$ cat config.mk
export PLATFORM = sky130hd
export DESIGN_NAME = classical_shift_cipher_unit
export DESIGN_NICKNAME = d
export VERILOG_FILES = /design/src/rtl/csc_pkg.sv /design/src/rtl/classical_shift_cipher_unit.sv
export SDC_FILE = /design/constraint.sdc
export NUM_CORES = 1
export LEC_CHECK = 0
export ABC_AREA = 0
export BUFFER_PORTS_ARGS = -buffer_cell sky130_fd_sc_hd__clkbuf_2
export CORE_AREA = 10 10 88 121
export DETAILED_ROUTE_END_ITERATION = 10
export DIE_AREA = 0 0 98 131
export GPL_TIMING_DRIVEN = 0
export PLACE_DENSITY = 0.85
export SLEW_MARGIN = 25
export SYNTH_ARGS = -nofsm -noshare
export SYNTH_HDL_FRONTEND = slang
export SYNTH_SLANG_ARGS = --single-unit
$ cat constraint.sdc
create_clock -name clk -period 5.87 [get_ports clk]
set_input_delay 0.587 -clock clk [delete_from_list [all_inputs] [get_ports clk]]
set_output_delay 0.587 -clock clk [all_outputs]
set_load 0.03 [all_outputs]
$ cat src/rtl/csc_pkg.sv
// csc_pkg: shared types and constants for the classical shift cipher unit
// mode codes, register indexes, alphabet constants and field widths
// no dependencies
package csc_pkg;

  // field and port widths
  localparam int CHAR_W   = 8;
  localparam int SHIFT_W  = 5;
  localparam int KLEN_W   = 4;
  localparam int KPOS_W   = 3;
  localparam int KEYS_W   = 40;
  localparam int CFG_AW   = 3;
  localparam int CFG_DW   = 40;
  localparam int MODE_W   = 2;

  // alphabet
  localparam logic [SHIFT_W-1:0] ALPHA     = 5'd26;
  localparam logic [SHIFT_W-1:0] LAST_SHIFT = 5'd25;
  localparam logic [CHAR_W-1:0]  CH_LA     = 8'h61;  // 'a'
  localparam logic [CHAR_W-1:0]  CH_LZ     = 8'h7a;  // 'z'
  localparam logic [CHAR_W-1:0]  CH_UA     = 8'h41;  // 'A'
  localparam logic [CHAR_W-1:0]  CH_UZ     = 8'h5a;  // 'Z'

  // cipher modes
  typedef enum logic [MODE_W-1:0] {
    MODE_CAESAR     = 2'd0,
    MODE_TRITHEMIUS = 2'd1,
    MODE_VIGENERE   = 2'd2,
    MODE_BYPASS     = 2'd3
  } mode_t;

  // register indexes
  localparam logic [CFG_AW-1:0] REG_MODE    = 3'd0;
  localparam logic [CFG_AW-1:0] REG_SHIFT   = 3'd1;
  localparam logic [CFG_AW-1:0] REG_STEP_UP = 3'd2;
  localparam logic [CFG_AW-1:0] REG_KEY_LEN = 3'd3;
  localparam logic [CFG_AW-1:0] REG_KEYS    = 3'd4;

  // fold a 5-bit shift into 0..25
  function automatic logic [SHIFT_W-1:0] mod26(input logic [SHIFT_W-1:0] v);
    mod26 = (v >= ALPHA) ? v - ALPHA : v;
  endfunction

endpackage

$ cat src/rtl/classical_shift_cipher_unit.sv
// classical_shift_cipher_unit: caesar / trithemius / vigenere letter-shift cipher, plus a bypass mode
// one byte per cycle while the result register drains, running shift and key position held in registers
// depends on csc_pkg
//
// channel | dir | handshake          | payload
// --------+-----+--------------------+-----------------------------------------
// in_     | in  | tvalid / tready    | tdata: char_in; tuser: start_of_text
// out_    | out | tvalid / tready    | tdata: char_out
// cfg_    | in  | we (no wait)       | addr: register index; wdata: value
//
// each byte's result is registered and appears in the cycle after the request; one request
// is taken every cycle as long as the result register drains.
// the running shift and key position update in the cycle of the request,
// so the next byte sees them at once.
// reset (rst_n low, synchronous) restores all registers except the result data to their reset values.
// a stalled result holds out_tdata; a new request is taken in the same cycle
// the held result leaves.
module classical_shift_cipher_unit
  import csc_pkg::*;
#(
  parameter int KEY_SLOTS = 8
) (
  input  logic              clk,
  input  logic              rst_n,
  // input stream
  input  logic              in_tvalid,
  output logic              in_tready,
  input  logic [7:0]        in_tdata,   // [7:0] char_in
  input  logic              in_tuser,   // [0] start_of_text
  // result stream
  output logic              out_tvalid,
  input  logic              out_tready,
  output logic [7:0]        out_tdata,  // [7:0] char_out
  // configuration writes
  input  logic              cfg_we,
  input  logic [CFG_AW-1:0] cfg_addr,
  input  logic [CFG_DW-1:0] cfg_wdata
);

  localparam logic [KLEN_W-1:0] SLOTS = KLEN_W'(KEY_SLOTS);

  // configuration registers
  mode_t               mode_r;
  logic [SHIFT_W-1:0]  shift_r;
  logic                step_up_r;
  logic [KLEN_W-1:0]   key_len_r;
  logic [KEYS_W-1:0]   keys_r;

  // running state
  logic [SHIFT_W-1:0]  run_shift_r, run_shift_nxt;
  logic [KPOS_W-1:0]   key_pos_r, key_pos_nxt;

  // result register
  logic                out_valid_r;
  logic [CHAR_W-1:0]   out_data_r, out_data_nxt;

  logic                accept;
  logic                is_lower, is_upper, is_letter;
  logic [CHAR_W-1:0]   base;
  logic [SHIFT_W-1:0]  offset;
  logic [SHIFT_W-1:0]  rs_eff, rs_step;
  logic [KPOS_W-1:0]   pos_eff, pos_use;
  logic [KLEN_W-1:0]   len_use, pos_inc;
  logic [SHIFT_W-1:0]  key_shift;
  logic [SHIFT_W-1:0]  shift_sel;
  logic [SHIFT_W:0]    sum;
  logic [SHIFT_W-1:0]  rotated;

  assign in_tready  = !out_valid_r || out_tready;
  assign accept     = in_tvalid && in_tready;
  assign out_tvalid = out_valid_r;
  assign out_tdata  = out_data_r;

  // letter detection
  assign is_lower  = (in_tdata >= CH_LA) && (in_tdata <= CH_LZ);
  assign is_upper  = (in_tdata >= CH_UA) && (in_tdata <= CH_UZ);
  assign is_letter = is_lower || is_upper;
  assign base      = is_lower ? CH_LA : CH_UA;
  assign offset    = SHIFT_W'(in_tdata - base);

  // running state after an optional restart
  assign rs_eff  = in_tuser ? mod26(shift_r) : run_shift_r;
  assign pos_eff = in_tuser ? '0 : key_pos_r;

  // trithemius step, wrapping within 0..25
  always_comb begin
    if (step_up_r) begin
      rs_step = (rs_eff == LAST_SHIFT) ? '0 : rs_eff + 1'b1;
    end else begin
      rs_step = (rs_eff == '0) ? LAST_SHIFT : rs_eff - 1'b1;
    end
  end

  // vigenere key length in use and key entry select
  always_comb begin
    if (key_len_r == '0) begin
      len_use = KLEN_W'(1);
    end else if (key_len_r > SLOTS) begin
      len_use = SLOTS;
    end else begin
      len_use = key_len_r;
    end
  end

  assign pos_use   = ({1'b0, pos_eff} < len_use) ? pos_eff : '0;
  assign pos_inc   = {1'b0, pos_use} + 1'b1;
  assign key_shift = keys_r[SHIFT_W*pos_use +: SHIFT_W];

  // shift select and rotation
  always_comb begin
    unique case (mode_r)
      MODE_CAESAR:     shift_sel = mod26(shift_r);
      MODE_TRITHEMIUS: shift_sel = rs_eff;
      MODE_VIGENERE:   shift_sel = mod26(key_shift);
      default:         shift_sel = '0;
    endcase
  end

  assign sum     = {1'b0, offset} + {1'b0, shift_sel};
  assign rotated = (sum >= {1'b0, ALPHA}) ? SHIFT_W'(sum - {1'b0, ALPHA}) : sum[SHIFT_W-1:0];

  always_comb begin
    if (is_letter && (mode_r != MODE_BYPASS)) begin
      out_data_nxt = base + CHAR_W'(rotated);
    end else begin
      out_data_nxt = in_tdata;
    end
  end

  // next running state
  always_comb begin
    run_shift_nxt = rs_eff;
    key_pos_nxt   = pos_eff;
    if (is_letter && (mode_r == MODE_TRITHEMIUS)) begin
      run_shift_nxt = rs_step;
    end
    if (is_letter && (mode_r == MODE_VIGENERE)) begin
      key_pos_nxt = (pos_inc >= len_use) ? '0 : pos_inc[KPOS_W-1:0];
    end
  end

  // configuration registers
  always_ff @(posedge clk) begin
    if (!rst_n) begin
      mode_r    <= MODE_CAESAR;
      shift_r   <= '0;
      step_up_r <= 1'b1;
      key_len_r <= KLEN_W'(1);
      keys_r    <= '0;
    end else if (cfg_we) begin
      unique case (cfg_addr)
        REG_MODE:    mode_r    <= mode_t'(cfg_wdata[MODE_W-1:0]);
        REG_SHIFT:   shift_r   <= cfg_wdata[SHIFT_W-1:0];
        REG_STEP_UP: step_up_r <= cfg_wdata[0];
        REG_KEY_LEN: key_len_r <= cfg_wdata[KLEN_W-1:0];
        REG_KEYS:    keys_r    <= cfg_wdata[KEYS_W-1:0];
        default:     ;
      endcase
    end
  end

  // running state and result valid
  always_ff @(posedge clk) begin
    if (!rst_n) begin
      run_shift_r <= '0;
      key_pos_r   <= '0;
      out_valid_r <= 1'b0;
    end else begin
      if (accept) begin
        run_shift_r <= run_shift_nxt;
        key_pos_r   <= key_pos_nxt;
        out_valid_r <= 1'b1;
      end else if (out_tready) begin
        out_valid_r <= 1'b0;
      end
    end
  end

  // result data
  always_ff @(posedge clk) begin
    if (accept) begin
      out_data_r <= out_data_nxt;
    end
  end

  // running shift stays inside the alphabet
  a_shift_range: assert property (@(posedge clk) disable iff (!rst_n)
    run_shift_r <= LAST_SHIFT)
    else $error("running shift out of range");

  // key position stays inside the key slots
  a_pos_range: assert property (@(posedge clk) disable iff (!rst_n)
    {1'b0, key_pos_r} < SLOTS)
    else $error("key position out of range");

  // non-letters pass through unchanged
  a_pass: assert property (@(posedge clk) disable iff (!rst_n)
    accept && !is_letter |=> out_tdata == $past(in_tdata))
    else $error("non-letter byte altered");

  // caesar mode leaves the running shift alone unless restarted
  a_caesar_hold: assert property (@(posedge clk) disable iff (!rst_n)
    accept && !in_tuser && (mode_r == MODE_CAESAR) |=> $stable(run_shift_r))
    else $error("running shift moved in caesar mode");

  // an empty result register never blocks a request
  a_ready: assert property (@(posedge clk) disable iff (!rst_n)
    !out_valid_r |-> in_tready)
    else $error("input stalled with empty result register");

endmodule
======== Word level (Yosys, flattened, before mapping) ========
Index checks and enable logic that the tools add are counted.
word-level totals
  input bits .............................. 57
  output and inout port bits .............. 10
  bits in registers ....................... 69
cells by class
  shifts and indexed selects .............. 1
  reduce and logical (&&, ||, !) cells .... 19
  order comparisons ....................... 10
  multiplexer cells ....................... 19
  $add $sub $neg .......................... 9
  equal/unequal tests ..................... 8
  $mul .................................... 1
operators with widths
  kind                                                                               number
  5-bit two-way mux                                                                  8
  40-bit by 7-bit indexed part select with 5-bit output                              1
  8-bit by 7-bit >= comparator with 1-bit output (second input constant)             2
  8-bit by 7-bit less-or-equal comparator with 1-bit output (second input constant)  2
  5-bit one-hot mux with 3 select lines                                              1
  5-bit subtractor (second input constant)                                           3
  3-bit two-way mux                                                                  4
  5-bit >= comparator (second input constant)                                        2
  2-bit AND reduction                                                                5
  7-bit by 5-bit adder with 8-bit output                                             1
  4-bit two-way mux                                                                  2
  8-bit two-way mux                                                                  1
  5-bit by 5-bit adder with 6-bit output                                             1
  3-bit by 2-bit == test with 1-bit output (second input constant)                   2
  6-bit by 5-bit >= comparator with 1-bit output (second input constant)             1
  1-bit logical AND                                                                  6
  3-bit by 3-bit multiplier with 6-bit output (first input constant)                 1
  6-bit two-way mux                                                                  1
  5-bit by 1-bit adder with 5-bit output (second input constant)                     1
  5-bit == test (second input constant)                                              1
  5-bit logical NOT                                                                  1
  5-bit by 1-bit subtractor with 5-bit output (second input constant)                1
  5-bit subtractor                                                                   1
  3-bit by 1-bit adder with 4-bit output (second input constant)                     1
  15 further kinds                                                                   17

======== Longest topological paths before layout ========
Gate-level depths: netlist of run 1.
  word-level depth ........................ 15
  gate-level depth with buffers ........... 26
  mapped depth without buffers ............ 23

======== Least setup slack after synthesis of run 1 ========
OpenSTA, ideal clock, no wires.
  kind .................................... input -> register
  from .................................... input in_tuser
  to ...................................... register out_data_r[6] (netlist: out_tdata[6]), data pin
  buffers on the path ..................... 2
  required time ........................... 5.608 ns
  arrival ................................. 5.102 ns
  path slack .............................. 0.506 ns
  stages .................................. 25
  cell sequence ........................... nand2b_1 > clkbuf_1 > inv_1 > ha_1 > nor2_1 > o31ai_2 > mux2_2 > nor3_1 > or3_1 > clkbuf_2 > ha_1 > nor2_1 > a31o_1 > a211o_1 > ha_1 > a211oi_1 > or3b_4 > and2_1 > a31oi_4 > xnor2_1 > ha_1 > nand2_1 > mux2i_1 > and3_1 > a21boi_0
between the ends
  cells in the longest elaborated chain, start to end .. 13
ends and longest elaborated chain
  item                                                                                       line                                RTL
  start, declared                                                                            classical_shift_cipher_unit.sv:29   input logic in_tuser,
  3-bit two-way mux                                                                          classical_shift_cipher_unit.sv:83   assign pos_eff = in_tuser ? '0 : key_pos_r;
  3-bit by 4-bit < comparator with 1-bit output                                              classical_shift_cipher_unit.sv:105  assign pos_use = ({1'b0, pos_eff} < len_use) ? pos_eff : '0;
  3-bit two-way mux                                                                          classical_shift_cipher_unit.sv:105
  3-bit by 3-bit multiplier with 6-bit output                                                classical_shift_cipher_unit.sv:107  assign key_shift = keys_r[SHIFT_W*pos_use +: SHIFT_W];
  40-bit by 7-bit indexed part select with 5-bit output                                      classical_shift_cipher_unit.sv:107
  5-bit subtractor / 5-bit >= comparator (equally long branches)                             csc_pkg.sv:41                       mod26 = (v >= ALPHA) ? v - ALPHA : v;
  5-bit two-way mux                                                                          csc_pkg.sv:41
  5-bit one-hot mux with 3 select lines *                                                    classical_shift_cipher_unit.sv:111  unique case (mode_r)
  5-bit by 5-bit adder with 6-bit output *                                                   classical_shift_cipher_unit.sv:119  assign sum = {1'b0, offset} + {1'b0, shift_sel};
  5-bit subtractor / 6-bit by 5-bit >= comparator with 1-bit output (equally long branches)  classical_shift_cipher_unit.sv:120  assign rotated = (sum >= {1'b0, ALPHA}) ? SHIFT_W'(sum - {1'b0, ALPHA}) : sum[SHIFT_W-1:0];
  5-bit two-way mux *                                                                        classical_shift_cipher_unit.sv:120
  7-bit by 5-bit adder with 8-bit output *                                                   classical_shift_cipher_unit.sv:124  out_data_nxt = base + CHAR_W'(rotated);
  8-bit two-way mux *                                                                        classical_shift_cipher_unit.sv:123  if (is_letter && (mode_r != MODE_BYPASS)) begin
  net out_data_nxt[6]                                                                        classical_shift_cipher_unit.sv:55   logic [CHAR_W-1:0] out_data_r, out_data_nxt;
  end signal, assigned                                                                       classical_shift_cipher_unit.sv:182  out_data_r <= out_data_nxt;
  end, declared                                                                              classical_shift_cipher_unit.sv:55
Mark *: on every way through the listed nets, which the timed path passes. The rest lies on a longest branch.
A chain may end at the register's enable or synchronous reset.

======== Worst setup path in the final report of run 1 ========
  from .................................... register key_pos_r[1]
  to ...................................... register out_data_r[6] (netlist: out_tdata[6]), data pin
between the ends
  cells in the longest elaborated chain, start to end .. 13
ends and longest elaborated chain
  item                                                                                       line                                RTL
  start, declared                                                                            classical_shift_cipher_unit.sv:51   logic [KPOS_W-1:0] key_pos_r, key_pos_nxt;
  start signal, assigned                                                                     classical_shift_cipher_unit.sv:171  key_pos_r <= key_pos_nxt;
  3-bit two-way mux *                                                                        classical_shift_cipher_unit.sv:83
  3-bit by 4-bit < comparator with 1-bit output                                              classical_shift_cipher_unit.sv:105
  3-bit two-way mux *                                                                        classical_shift_cipher_unit.sv:105
  3-bit by 3-bit multiplier with 6-bit output *                                              classical_shift_cipher_unit.sv:107
  40-bit by 7-bit indexed part select with 5-bit output *                                    classical_shift_cipher_unit.sv:107
  5-bit subtractor / 5-bit >= comparator (equally long branches)                             csc_pkg.sv:41
  5-bit two-way mux *                                                                        csc_pkg.sv:41
  5-bit one-hot mux with 3 select lines *                                                    classical_shift_cipher_unit.sv:111
  5-bit by 5-bit adder with 6-bit output *                                                   classical_shift_cipher_unit.sv:119
  5-bit subtractor / 6-bit by 5-bit >= comparator with 1-bit output (equally long branches)  classical_shift_cipher_unit.sv:120
  5-bit two-way mux *                                                                        classical_shift_cipher_unit.sv:120
  7-bit by 5-bit adder with 8-bit output *                                                   classical_shift_cipher_unit.sv:124
  8-bit two-way mux *                                                                        classical_shift_cipher_unit.sv:123
  net out_data_nxt[6]                                                                        classical_shift_cipher_unit.sv:55
Marks and branches as above.

==> results of run 1 <==
==> per-layer routing <==
layer	up-vias	global-route usage, %	routed length, µm
met3	48	4.887	686
li1	2265	-	-
met5	-	0	0
met1	2161	19.38	5027
met4	0	11.92	520
met2	146	37.47	6912
==> worst min-delay path by stage <==
stage,to,cells past startpoint,slack [ns]
floorplan,keys_r[30]$_SDFFE_PN0P_,2,0.44
finish,keys_r[9]$_SDFFE_PN0P_,2,0.46
detailed placement,keys_r[7]$_SDFFE_PN0P_,2,0.46
CTS,keys_r[9]$_SDFFE_PN0P_,2,0.47
global route,keys_r[7]$_SDFFE_PN0P_,2,0.49
global placement,keys_r[28]$_SDFFE_PN0P_,2,0.45
==> state kept, by name, summed over array words and instances, names as in the netlist <==
name         flops
key_len_r        4
step_up_r        1
out_tdata        8
out_tvalid       1
shift_r          5
keys_r          40
mode_r           2
run_shift_r      5
key_pos_r        3
==> layout make-up <==
type | count | share of cell area (%)
Tap cell | 105 | 2.357
Sequential cell | 69 | 26.22
Clock inverter | 2 | 0.2470
Inverter | 30 | 2.021
Buffer | 32 | 2.380
Multi-Input combinational cell | 463 | 55.39
Clock buffer | 13 | 5.231
Timing Repair Buffer | 67 | 6.152
==> critical path, delay by kind of cell (launching register included) <==
family | cells | cell delay (ns)
adders and majority gates | 4 | 1.16
AOI/OAI and AO/OA | 6 | 1.13
DFF | 1 | 0.30
buffers and inverters | 4 | 0.53
muxes | 1 | 0.22
and+or+nand+nor | 9 | 1.84
xor gates and xnor gates | 1 | 0.15
==> per-stage QoR <==
| stage | hold WS, ns | area [µm²] | power, mW | util, % | cells |
|---|---|---|---|---|---|
| 3_3_place_gp | 0.4473 | 5201 | 0.7304 | 61.49 | 764 |
| 6_report | 0.4641 | 5573 | 1.294 | 65.89 | 781 |
| 4_1_cts | 0.4678 | 5508 | 1.282 | 65.12 | 778 |
| 2_1_floorplan | 0.4389 | 4750 | 0.6719 | - | 595 |
| 5_1_grt | 0.4887 | 5573 | 1.338 | 65.89 | 781 |
| 3_5_place_dp | 0.4580 | 5201 | 0.7397 | 61.49 | 764 |
==> layout by cell type (no fill, tap or decap), types with 13 or more instances in the layout <==
cell and count:
sky130_fd_sc_hd__inv_1 30, sky130_fd_sc_hd__o21ai_0 30, sky130_fd_sc_hd__ha_1 21, sky130_fd_sc_hd__nand3_1 13
sky130_fd_sc_hd__nor2_1 41, sky130_fd_sc_hd__a21oi_1 17, sky130_fd_sc_hd__nor2b_1 18, sky130_fd_sc_hd__a21boi_0 43
sky130_fd_sc_hd__nand2_1 113, sky130_fd_sc_hd__mux2i_1 19, sky130_fd_sc_hd__clkbuf_1 23, sky130_fd_sc_hd__clkbuf_2 65
sky130_fd_sc_hd__dfxtp_1 61
==> cells by family (layout without fill, tap and decap cells) <==
logic type      after synthesis  in the layout  synth area share [%]
xor+xnor                      9              9                 1.660
flops                        69             69                 30.77
mux                          27             27                 6.586
simple gates                232            232                 23.00
buf+inv                      63            144                 5.242
compound gates              172            172                 26.53
fa+ha+maj                    23             23                 6.217
==> power by group through the flow <==
| stage | combinational [mW] | sequential (mW) | clock, mW |
|---|---|---|---|
| global route | 0.268 | 0.503 | 0.568 |
| CTS | 0.232 | 0.502 | 0.548 |
| finish | 0.244 | 0.502 | 0.548 |
| floorplan | 0.153 | 0.519 | 0 |
| detailed placement | 0.228 | 0.512 | 0 |
| global placement | 0.220 | 0.511 | 0 |
==> repair_timing <==
item / 4_1_cts / 5_1_grt
gates resized for setup: 1 / 8
setup endpoints to repair: 2 / 6
setup buffers: 0 / 3
cloned: 0 / 0
pin swaps: 0 / 3
==> Implementation_results.wiki, run 1 <==
{| class="wikitable"
! Metric !! Value
|-
| Hold path startpoint || keys_r[9]$_SDFFE_PN0P_
|-
| Die Footprint || 0.01284 mm²
|-
| Worst-case vdd ir drop || 0.2165 mV
|-
| Maximum number of pins on one net before global-route repair || 18
|-
| Switching power || 0.3590 mW
|-
| Worst setup endpoint || out_tdata[6]$_DFFE_PP_
|-
| Clock network power share || 42.3%
|-
| Via count of the first global-routing pass || 4730
|-
| Global-route wire length before repair || 21360 µm
|-
| Layout net count || 752
|-
| Crit path DAT || 5.64 ns
|-
| Top-count cell post-synth || sky130_fd_sc_hd__nand2_1
|-
| DR WL/cell || 16.83 µm
|-
| Status || finished clean
|-
| Register bit count reported by yosys || 69
|-
| Vias || 4620
|-
| Setup tns final || 0 ns
|-
| Worst-margin pin slew || 0.9268 ns
|-
| Iter 0 DRT Violations || 264
|-
| Synth top area cells || sky130_fd_sc_hd__dfxtp_1 (26%), sky130_fd_sc_hd__nand2_1 (8.9%), sky130_fd_sc_hd__a21boi_0 (6.8%), sky130_fd_sc_hd__ha_1 (5.8%), sky130_fd_sc_hd__edfxtp_1 (5.1%)
|-
| Net count after synthesis || 675
|-
| Global route total overflow || 0
|-
| Avg Inst Size Synth || 7.982 µm²
|-
| RR Startpoint || key_pos_r[1]$_SDFFE_PN0P_
|-
| Clock root buffer || sky130_fd_sc_hd__clkbuf_16
|-
| Area of all sequential standard cells || 0.001461 mm²
|-
| Nature of the critical path endpoint || register
|-
| RSZ-0062 raised after global routing || false
|-
| Cell Int Power || 0.9350 mW
|-
| Slowest cell on crit path || sky130_fd_sc_hd__or3b_4
|-
| Crit Path Class || register to register
|-
| Power density of the placed cells || 232.2 mW/mm²
|-
| Hold Vio Cnt, Final || 0
|-
| Multi-input gate area in the final layout || 0.003087 mm²
|-
| Number of fill cells || 712
|-
| Setup-failing EPs final || 0
|-
| Sum of routed wire length over all layers || 13150 µm
|-
| Proportion of power drawn by combinational gates || 18.9%
|-
| Top_reg_cell synth || sky130_fd_sc_hd__dfxtp_1
|-
| Worst min-delay path category || register to register
|-
| Share of flip-flops with an asynchronous set or reset || 0%
|-
| PortBufs || 64
|-
| Boundary Pins || 67
|-
| Largest area contributor in the netlist || sky130_fd_sc_hd__dfxtp_1
|-
| Synth cell types || 73
|-
| Number of vias per cell after detailed routing || 5.915
|-
| Fraction of post-synthesis cell area in the top cell type by area || 25.71%
|-
| Final HPWL DP || 10100 µm
|-
| Worst clock skew || 0.009951 ns
|-
| Die extent in x || 98 µm
|-
| Leak Pwr || 2.181 nW
|-
| CP Max Fanout || 10
|-
| Worst reg2reg setup slack || 0.31 ns
|-
| TritonCTS clock tree || done
|-
| Row count || 40
|-
| Maximum buffer depth of the clock tree || 2
|-
| Number of antenna violations at the first check in global routing || 0
|-
| Most repeated library cell on the critical path || sky130_fd_sc_hd__ha_1
|-
| Most frequent cells after synthesis || sky130_fd_sc_hd__nand2_1 (113), sky130_fd_sc_hd__dfxtp_1 (61), sky130_fd_sc_hd__a21boi_0 (43), sky130_fd_sc_hd__nor2_1 (41)
|-
| YS warnings || 0
|-
| Maximum level of the CTS H-tree || 3
|-
| Slew Limit Headroom || 38.21%
|-
| Die Y-Extent || 131 µm
|-
| Setup slack after placement || -0.3057 ns
|-
| ANT cells || 0
|-
| Worst setup startpoint || key_pos_r[1]$_SDFFE_PN0P_
|-
| Std-Cell Core Area || 0.008458 mm²
|-
| Final Cycle Share || 94.71%
|-
| DRC Markers || 0
|-
| Worst EP required || 5.95 ns
|-
| Share of layout cells above drive strength 1 || 18.05%
|-
| Switching part of the total || 27.74%
|-
| Antenna Nets Post-Route || 0
|-
| Hold buffers post-CTS || 0
|-
| F_max || 179.9 MHz
|-
| Clock latency reported for the late side of the worst-skew pair || 0.34 ns
|-
| Clock sink count || 69
|-
| Post-Synthesis Cells || 595
|-
| Setup slack of the critical path after layout || 0.3106 ns
|-
| Number of cell instances on the worst register-to-register path || 25
|-
| R2r endpoint || out_tdata[6]$_DFFE_PP_
|-
| Reg power frac || 38.8%
|-
| Overall fraction of global-route tracks in use || 19.97%
|-
| Worst setup SP type || register
|-
| EDFF count, synth || 8
|-
| Area of the mapped netlist || 0.004750 mm²
|-
| Initial core utilization || 56.15%
|-
| Number of max-cap violations || 0
|-
| Number of buffers created by CTS || 9
|-
| Crit path largest cell delay || 0.42 ns
|-
| Number of optimization iterations in the first detailed-route pass || 5
|-
| Area growth from synthesis to final layout || 17.33%
|-
| Final-report max-slew violation count || 0
|-
| Placer's final routability congestion estimate || 0.9373
|-
| Post-layout min period || 5.559 ns
|-
| Portion of the post-synthesis area used by sequential elements || 30.77%
|-
| Clock input transition at the sequential cells of the worst setup and hold paths || 0.06 ns
|}
Power figures use the tool's default switching activity.
==> run 2: changes to the inputs <==
--- a/config.mk
+++ b/config.mk
@@ -7,11 +7,11 @@
 export LEC_CHECK = 0
 export ABC_AREA = 0
 export BUFFER_PORTS_ARGS = -buffer_cell sky130_fd_sc_hd__clkbuf_2
-export CORE_AREA = 10 10 88 121
+export CORE_AREA = 10 10 118 162
 export DETAILED_ROUTE_END_ITERATION = 10
-export DIE_AREA = 0 0 98 131
+export DIE_AREA = 0 0 128 172
 export GPL_TIMING_DRIVEN = 0
-export PLACE_DENSITY = 0.85
+export PLACE_DENSITY = 0.53
 export SLEW_MARGIN = 25
 export SYNTH_ARGS = -nofsm -noshare
 export SYNTH_HDL_FRONTEND = slang
==> constraint.sdc (replaced) <==
create_clock -name clk -period 6.7 [get_ports clk]
set_input_delay 0.67 -clock clk [delete_from_list [all_inputs] [get_ports clk]]
set_output_delay 0.67 -clock clk [all_outputs]
set_load 0.03 [all_outputs]
==> Implementation_results.wiki, run 2 (synthesis results as in run 1) <==
{| class="wikitable"
! Metric !! Value
|-
| Initial core utilization || 29.49% (-27 points)
|-
| TritonCTS clock tree || done
|-
| Crit path largest cell delay || 0.43 ns (about the same)
|-
| Final Cycle Share || 89.73%
|-
| F_max || 166.3 MHz
|-
| Max reg flops || 40 (unchanged)
|-
| Worst setup SP type || input pin
|-
| Global-route wire length before repair || 22910 µm (+7.2%)
|-
| Crit Path Class || input pin to register
|-
| DRC Markers || 0 (unchanged)
|-
| Maximum level of the CTS H-tree || 3 (unchanged)
|-
| PortBufs || 64 (unchanged)
|-
| Setup tns final || 0 ns (unchanged)
|-
| Most repeated library cell on the critical path || sky130_fd_sc_hd__ha_1
|-
| Number of buffers inserted to repair setup after CTS || 0 (unchanged)
|-
| Global route total overflow || 0 (unchanged)
|-
| DR WL/cell || 16.03 µm (-4.8%)
|-
| Die Footprint || 0.02202 mm² (+71%)
|-
| Iter 0 DRT Violations || 256 (-3.0%)
|-
| Vias || 4469 (-3.3%)
|-
| Commonest non-fill, non-tap cell in the layout || sky130_fd_sc_hd__nand2_1
|-
| Slew Limit Headroom || 38.76% (+0.55 points)
|-
| Die extent in x || 128 µm (+31%)
|-
| Hold Vio Cnt, Final || 0 (unchanged)
|-
| Number of fill cells || 1740 (+140%)
|-
| Std-Cell Core Area || 0.01610 mm² (+90%)
|-
| ANT cells || 0 (unchanged)
|-
| Worst-case vdd ir drop || 0.1273 mV (-41%)
|-
| Share of layout cells above drive strength 1 || 16.59% (-1.5 points)
|-
| Cells resized by post-CTS repair || 0 (-1)
|-
| Clock root buffer || sky130_fd_sc_hd__clkbuf_16
|-
| Power density of the placed cells || 203.9 mW/mm² (-12%)
|-
| Number of vias per cell after detailed routing || 5.113 (-14%)
|-
| Maximum buffer depth of the clock tree || 2 (unchanged)
|-
| Worst min-delay path category || register to register
|-
| CP Max Fanout || 8 (-2)
|-
| Worst EP required || 6.78 ns (+0.83 ns)
|-
| Row count || 55 (+38%)
|-
| Setup-failing EPs final || 0 (unchanged)
|-
| Maximum number of pins on one net before global-route repair || 18 (unchanged)
|-
| Number of buffers created by CTS || 9 (unchanged)
|-
| Post-layout min period || 6.012 ns
|-
| Worst-margin pin slew || 0.9185 ns (-0.008249 ns)
|-
| Number of max-cap violations || 0 (unchanged)
|-
| Layout net count || 750 (-0.27%)
|-
| Clock latency reported for the late side of the worst-skew pair || 0.34 ns (about the same)
|-
| Nature of the critical path endpoint || register
|-
| RSZ-0062 raised after global routing || false
|-
| Leak Pwr || 2.156 nW (-1.2%)
|-
| Area growth from synthesis to final layout || 18.68%
|-
| Final-report max-slew violation count || 0 (unchanged)
|-
| Leading cell types in the layout, fill and taps excluded || sky130_fd_sc_hd__nand2_1 (113), sky130_fd_sc_hd__clkbuf_2 (65), sky130_fd_sc_hd__dfxtp_1 (61)
|-
| Final HPWL DP || 11240 µm (+11%)
|-
| Clock input transition at the sequential cells of the worst setup and hold paths || 0.06 ns (about the same)
|-
| Die Y-Extent || 172 µm (+31%)
|-
| Placer's final routability congestion estimate || 0.9000 (-4.0%)
|-
| Sum of routed wire length over all layers || 14010 µm (+6.6%)
|-
| Number of antenna violations at the first check in global routing || 0 (unchanged)
|-
| Crit path DAT || 6.09 ns (+0.45 ns)
|-
| Overall fraction of global-route tracks in use || 12.76% (-7.2 points)
|-
| Placed instance area || 0.005319 mm² (+2.3%)
|-
| Cell area after layout || 0.005637 mm² (+1.1%)
|-
| Antenna Nets Post-Route || 0 (unchanged)
|-
| Number of optimization iterations in the first detailed-route pass || 7 (+2)
|-
| Via count of the first global-routing pass || 4615 (-2.4%)
|-
| Largest reg by FF count || keys_r
|-
| Clock sink count || 69 (unchanged)
|-
| Hold buffers post-CTS || 0 (unchanged)
|-
| Overall Power || 1.149 mW (-11%)
|-
| Worst clock skew || 0.01039 ns (+0.0004377 ns)
|-
| Boundary Pins || 67 (unchanged)
|-
| Status || finished clean
|-
| Slowest cell on crit path || sky130_fd_sc_hd__or3b_4
|}
-- run 2: stage by stage --
stage               setup WS [ns]  cells  util, %  hold slack (ns)
floorplan                   1.253    595        -           0.4389
global placement           0.4733    858    33.03           0.4488
detailed placement         0.3223    858    33.03           0.4586
CTS                        0.6658    874    35.00           0.4672
global route               0.1792    874    35.00           0.4917
finish                     0.6882    874    35.00           0.4632
-- run 2: path summary, 6_finish.rpt --
kind	from	endpoint	slack, ns	depth (start not counted)
hold reg to reg	keys_r[30]$_SDFFE_PN0P_	keys_r[30]$_SDFFE_PN0P_	0.46	2
setup / recovery	in_tuser	out_tdata[6]$_DFFE_PP_	0.69	26
setup reg to reg	key_pos_r[2]$_SDFFE_PN0P_	out_tdata[6]$_DFFE_PP_	0.76	26
hold / removal	keys_r[30]$_SDFFE_PN0P_	keys_r[30]$_SDFFE_PN0P_	0.46	2
-- run 2: layer usage --
metal  routed length (µm)  global-route usage (%)
met1                 5622                   13.26
met2                 7486                   24.41
met3                  759                   3.401
met4                  140                   3.337
met5                    0                       0
-- run 2: area by class of cell --
cell class	count	area [µm²]	area share, %
clock inverter	7	92.59	1.643
tap	199	249.0	4.417
clock buffer	9	225.2	3.996
buffer	33	136.4	2.420
multi-input combinational	463	3039	53.92
inverter	30	112.6	1.998
timing repair buffer	64	320.3	5.683
sequential	69	1461	25.93
-- run 2: worst max-delay path, delay by kind of cell --
kind            cells  cell delay [ns]
compound gates      6             1.35
xor+xnor            1             0.15
fa+ha+maj           4             1.07
buf+inv             4             0.73
mux                 2             0.65
simple gates        9             1.45
-- run 2: power breakdown --
part	switching, mW	leakage (nW)	internal, mW
logic	0.126	1.43	0.0803
clock network	0.206	0.149	0.298
registers	0.00697	0.572	0.432
total	0.339	2.16	0.810
